**src/hw/rtl/ang_pkg.sv**
```systemverilog
// ----------------------------------------------------------------------------
// ang_pkg
// Shared widths, register indexes, reset values and types of the audio noise
// gate.
// ----------------------------------------------------------------------------
package ang_pkg;

   localparam int CHANNELS    = 2;
   localparam int SAMPLE_BITS = 24;
   localparam int CH_BITS     = (CHANNELS > 1) ? $clog2(CHANNELS) : 1;

   localparam int COEF_BITS     = 24;
   localparam int LEVEL_BITS    = 23;
   localparam int HOLD_BITS     = 18;
   localparam int MIX_BITS      = 17;
   localparam int CSR_IDX_BITS  = 3;
   localparam int CSR_DATA_BITS = 24;

   // -60 dB attenuation as a Q0.24 multiplier.
   localparam int ATTEN_BITS  = 15;
   localparam int ATTEN_SHIFT = 24;
   localparam logic [ATTEN_BITS-1:0] ATTEN_Q24 = 15'd16777;

   localparam int MIX_SHIFT = 16;
   localparam logic [MIX_BITS-1:0] MIX_ONE = 17'h10000;

   localparam logic [CSR_IDX_BITS-1:0] CSR_ATTACK  = 3'd0;
   localparam logic [CSR_IDX_BITS-1:0] CSR_RELEASE = 3'd1;
   localparam logic [CSR_IDX_BITS-1:0] CSR_CLOSE   = 3'd2;
   localparam logic [CSR_IDX_BITS-1:0] CSR_OPEN    = 3'd3;
   localparam logic [CSR_IDX_BITS-1:0] CSR_HOLD    = 3'd4;
   localparam logic [CSR_IDX_BITS-1:0] CSR_MIX     = 3'd5;

   localparam logic [COEF_BITS-1:0]  RST_ATTACK  = 24'd16707456;
   localparam logic [COEF_BITS-1:0]  RST_RELEASE = 24'd16773721;
   localparam logic [LEVEL_BITS-1:0] RST_CLOSE   = 23'd26527;
   localparam logic [LEVEL_BITS-1:0] RST_OPEN    = 23'd37470;
   localparam logic [HOLD_BITS-1:0]  RST_HOLD    = 18'd2400;
   localparam logic [MIX_BITS-1:0]   RST_MIX     = 17'd65536;

   typedef struct packed {
      logic [COEF_BITS-1:0]  attack_coeff;
      logic [COEF_BITS-1:0]  release_coeff;
      logic [LEVEL_BITS-1:0] close_level;
      logic [LEVEL_BITS-1:0] open_level;
      logic [HOLD_BITS-1:0]  hold_count;
      logic [MIX_BITS-1:0]   mix_level;
   } cfg_type;

   typedef struct packed {
      logic [SAMPLE_BITS-1:0] env;
      logic                   is_open;
      logic [HOLD_BITS-1:0]   hold;
   } chan_state_type;

endpackage

```
**src/hw/rtl/ang_chan_update.sv**
```systemverilog
// ----------------------------------------------------------------------------
// ang_chan_update
// Envelope follower, gate state update and wet signal for one sample.
// ----------------------------------------------------------------------------
module ang_chan_update (
   input  logic signed [ang_pkg::SAMPLE_BITS-1:0] sample,
   input  ang_pkg::chan_state_type                state_cur,
   input  ang_pkg::cfg_type                       cfg,
   output ang_pkg::chan_state_type                state_nxt,
   output logic signed [ang_pkg::SAMPLE_BITS-1:0] wet
);

   localparam int SB        = ang_pkg::SAMPLE_BITS;
   localparam int CB        = ang_pkg::COEF_BITS;
   localparam int PROD_BITS = SB + CB + 2;
   localparam int ATT_BITS  = SB + ang_pkg::ATTEN_BITS;
   localparam int CMP_BITS  = (SB > ang_pkg::LEVEL_BITS) ? SB : ang_pkg::LEVEL_BITS;
   localparam logic signed [PROD_BITS-1:0] ENV_HALF = $signed(PROD_BITS'(1) << (CB - 1));
   localparam logic [ATT_BITS-1:0] ATT_HALF = ATT_BITS'(1) << (ang_pkg::ATTEN_SHIFT - 1);

   logic                        neg;
   logic [SB-1:0]               mag;
   logic [CB-1:0]               coef;
   logic signed [SB:0]          diff;
   logic signed [PROD_BITS-1:0] prod;
   logic signed [PROD_BITS-1:0] step;
   logic signed [SB+1:0]        env_sum;
   logic [SB-1:0]               env_new;
   logic [CMP_BITS-1:0]         env_cmp;
   logic [CMP_BITS-1:0]         close_cmp;
   logic [CMP_BITS-1:0]         open_cmp;
   logic [ATT_BITS-1:0]         att_prod;
   logic [ATT_BITS-1:0]         att_rnd;
   logic [SB-1:0]               att_mag;

   assign neg = sample[SB-1];
   assign mag = neg ? SB'(~$unsigned(sample) + 1'b1) : $unsigned(sample);

   // env' = mag + floor(((env - mag) * c + half) / 2^24), the rounded one-pole
   // blend written with a single multiplication.
   assign coef    = (mag > state_cur.env) ? cfg.attack_coeff : cfg.release_coeff;
   assign diff    = $signed({1'b0, state_cur.env}) - $signed({1'b0, mag});
   assign prod    = diff * $signed({1'b0, coef});
   assign step    = (prod + ENV_HALF) >>> CB;
   assign env_sum = $signed({2'b00, mag}) + $signed(step[SB+1:0]);
   assign env_new = env_sum[SB-1:0];

   assign env_cmp   = CMP_BITS'(env_new);
   assign close_cmp = CMP_BITS'(cfg.close_level);
   assign open_cmp  = CMP_BITS'(cfg.open_level);

   always_comb begin
      state_nxt.env     = env_new;
      state_nxt.is_open = state_cur.is_open;
      state_nxt.hold    = state_cur.hold;
      if (state_cur.is_open) begin
         if (state_cur.hold != '0) begin
            state_nxt.hold = state_cur.hold - 1'b1;
         end else if (env_cmp < close_cmp) begin
            state_nxt.is_open = 1'b0;
         end
      end else if (env_cmp > open_cmp) begin
         state_nxt.is_open = 1'b1;
         state_nxt.hold    = cfg.hold_count;
      end
   end

   // Attenuation rounds the magnitude, so the result is half away from zero.
   assign att_prod = ATT_BITS'(mag) * ATT_BITS'(ang_pkg::ATTEN_Q24);
   assign att_rnd  = att_prod + ATT_HALF;
   assign att_mag  = SB'(att_rnd >> ang_pkg::ATTEN_SHIFT);

   always_comb begin
      if (state_cur.is_open) begin
         wet = sample;
      end else if (neg) begin
         wet = $signed(SB'(~att_mag + 1'b1));
      end else begin
         wet = $signed(att_mag);
      end
   end

endmodule

```
**config.mk**
```make
export PLATFORM = sky130hd
export DESIGN_NAME = ang_chan_update
export DESIGN_NICKNAME = d
export VERILOG_FILES = /design/src/hw/rtl/ang_pkg.sv /design/src/hw/rtl/ang_chan_update.sv
export SDC_FILE = /design/constraint.sdc
export NUM_CORES = 2
export LEC_CHECK = 0
export ABC_AREA = 0
export BUFFER_PORTS_ARGS = -buffer_cell sky130_fd_sc_hd__buf_2
export CAP_MARGIN = 20
export CORE_UTILIZATION = 29
export DETAILED_ROUTE_END_ITERATION = 16
export GPL_ROUTABILITY_DRIVEN = 0
export PLACE_DENSITY = 0.56
export SLEW_MARGIN = 30
export SYNTH_ARGS = -nofsm -noshare
export SYNTH_HDL_FRONTEND = slang
export SYNTH_SLANG_ARGS = --single-unit
```
**constraint.sdc**
```tcl
create_clock -name vclk -period 41.3
set_clock_uncertainty 0.15 [all_clocks]
set_input_delay 2.065 -clock vclk [all_inputs]
set_output_delay 2.065 -clock vclk [all_outputs]
set_load 0.1 [all_outputs]
```
==> qor.txt <==
status - finished with violations
failing checks - design-rule violations
number of global-route vias before repair - 26160
post-synthesis mux area share - 0.01490
Area Overhead vs Synth - 10.96%
CP Launch Point - sample[0]
first-pass GRT wire length - 154.3 mm
worst-path maximum fanout - 41
Worst slew margin - 0.3017
Rows - 119
layout sequential cell count - 0
Filler cells - 11324
Port Buffers - 246
Synth Area in Simple Gates - 0.1295
RSZ-0062 raised after global routing - no
Total Wirelength - 98.90 mm
Worst setup SP type - primary input
Avg Cell Area, Syn - 8.533 um2
most frequent cells in the layout - inv_1 (932), fa_1 (670), nor2_1 (438)
Layout Nets - 5127
CP Class - in -> out
DRC violations left - 20
clock buffer count - 0
Post-Synth XOR/XNOR Area - 0.04607
Worst Path Arrival - 20.37 ns
Core Region - 0.1054 mm2
gr usage total - 0.1867
slowest stage delay, CP - 0.69 ns
Final Util - 0.3253
post-CTS setup buffers - 0
CTS Hold Bufs - 0
CP Capture Type - output pin
worst min path class - in -> out
syn nets - 4899
Slew @ Worst Pin - 1.044 ns
Synth Area in Adders - 0.6030
Pins Over Slew Limit - 0
commonest non-fill, non-tap cell in the layout - inv_1
initial drt markers - 1415
Critical Path Most Common Cell - inv_1
sequential fraction of the synthesis area - 0
DRT antenna net count - 0
# IOs - 263
Syn Inst Count - 3622
Fmax - 44.28 MHz
share of cells above drive strength 1 - 0.1034
HPWL after DPL - 82.35 mm
setup tns final - 0 ns
slowest stage cell, crit path - mux2i_4
Die Span X - 328.5 um
Sequential Area - 0 um2
multi-input logic area - 0.02718 mm2
GR Overflow Total - 0
final hold viol count - 0
CP endpoint - state_nxt[0]
largest net degree at the start of global routing - 81
Worst EP required - 39.08 ns
DR pass1 iterations - 11
die area - 0.1079 mm2
die height - 328.5 um
YS warnings - 0
compound-cell area share of the yosys netlist - 0.08052
initial antenna violation count - 8
Mapped Area - 0.03091 mm2
fin crit period - 22.58 ns
main combinational cell family by area after synthesis - adder cells
Via Count - 24973
Final period util - 0.5468
DR WL/cell - 18.86 um
post-synth cell types - 75
Post-CTS Resized - 0
Starting Density - 0.2932
max-cap check violation count - 0
vias per cell - 4.763
final setup fails - 0
==> worst min-delay path by stage <==
| stage | startpoint | end | slack (ns) | cells past startpoint |
|---|---|---|---|---|
| 3_5_place_dp | cfg[28] | state_nxt[11] | 4.48 | 4 |
| 2_1_floorplan | sample[13] | wet[13] | 4.42 | 2 |
| 6_report | cfg[28] | state_nxt[11] | 4.48 | 4 |
| 4_1_cts | cfg[28] | state_nxt[11] | 4.48 | 4 |
| 5_1_grt | cfg[28] | state_nxt[11] | 4.49 | 4 |
| 3_3_place_gp | cfg[29] | state_nxt[12] | 4.48 | 4 |
==> Yosys cell counts (7+ instances only) <==
library cell | instances | area, um2
xor2_1 | 51 | 446.7
mux2i_1 | 28 | 280.3
o31ai_1 | 14 | 105.1
xnor2_1 | 104 | 910.9
fa_1 | 670 | 13410
a41o_1 | 11 | 110.1
a21oi_1 | 77 | 385.4
nand2b_1 | 46 | 287.8
nand2_1 | 287 | 1077
a211oi_1 | 13 | 97.59
and2_1 | 9 | 56.30
nand3_1 | 25 | 125.1
nand4_1 | 18 | 112.6
nor2_1 | 439 | 1648
a21boi_0 | 8 | 60.06
inv_1 | 932 | 3498
maj3_1 | 8 | 80.08
o21ai_0 | 73 | 365.4
a31oi_1 | 14 | 87.58
or2_2 | 11 | 68.82
o21a_1 | 20 | 150.1
a2bb2oi_1 | 8 | 70.07
mux2_2 | 16 | 180.2
nor2b_1 | 20 | 125.1
ha_1 | 411 | 5142
or3_1 | 9 | 56.30
a221oi_1 | 7 | 61.31
and3_1 | 9 | 56.30
nor4_1 | 10 | 62.56
a21o_1 | 62 | 465.5
clkbuf_1 | 91 | 341.6
nor3_1 | 25 | 125.1
==> final cells by class <==
type | instances | share of cell area
timing repair buffer | 328 | 0.05407
multi-input combinational | 2586 | 0.7927
tap | 1391 | 0.05075
antenna | 4 | 0.0002919
inverter | 934 | 0.1022
==> per-layer routing <==
layer / wire length, um / track usage / vias up
met1: 40890 / 0.2377 / 12572
li1: - / - / 11485
met3: 5685 / 0.02177 / 149
met5: 26 / 0 / -
met2: 48890 / 0.3312 / 763
met4: 3410 / 0.05137 / 4
==> worst max-delay path: cells and delay by family <==
family,cells,cell delay [ns]
compound gates,24,6.20
xor+xnor,2,0.44
fa+ha+maj,13,5.59
buf+inv,14,2.53
mux,1,0.69
simple gates,15,2.73
==> metrics by stage <==
step | hold WS (ns) | cells | cell area (um2) | worst slack [ns]
floorplan | 4.417 | 3622 | 30910 | 18.58
global placement | 4.478 | 5238 | 34230 | 18.11
detailed placement | 4.478 | 5238 | 34250 | 18.36
CTS | 4.478 | 5238 | 34250 | 18.24
global route | 4.494 | 5241 | 34290 | 17.33
finish | 4.481 | 5243 | 34290 | 18.72
==> cell families (layout without fill, tap and decap cells) <==
group / after synthesis / in the layout
simple gates: 930 / 930
compound gates: 365 / 365
xor+xnor: 158 / 158
fa+ha+maj: 1089 / 1089
mux: 44 / 44
other cells: 0 / 4
buf+inv: 1036 / 1262
Power is not shown: default switching activity piles up to over one toggle a cycle in this logic, so the estimate is an artifact.
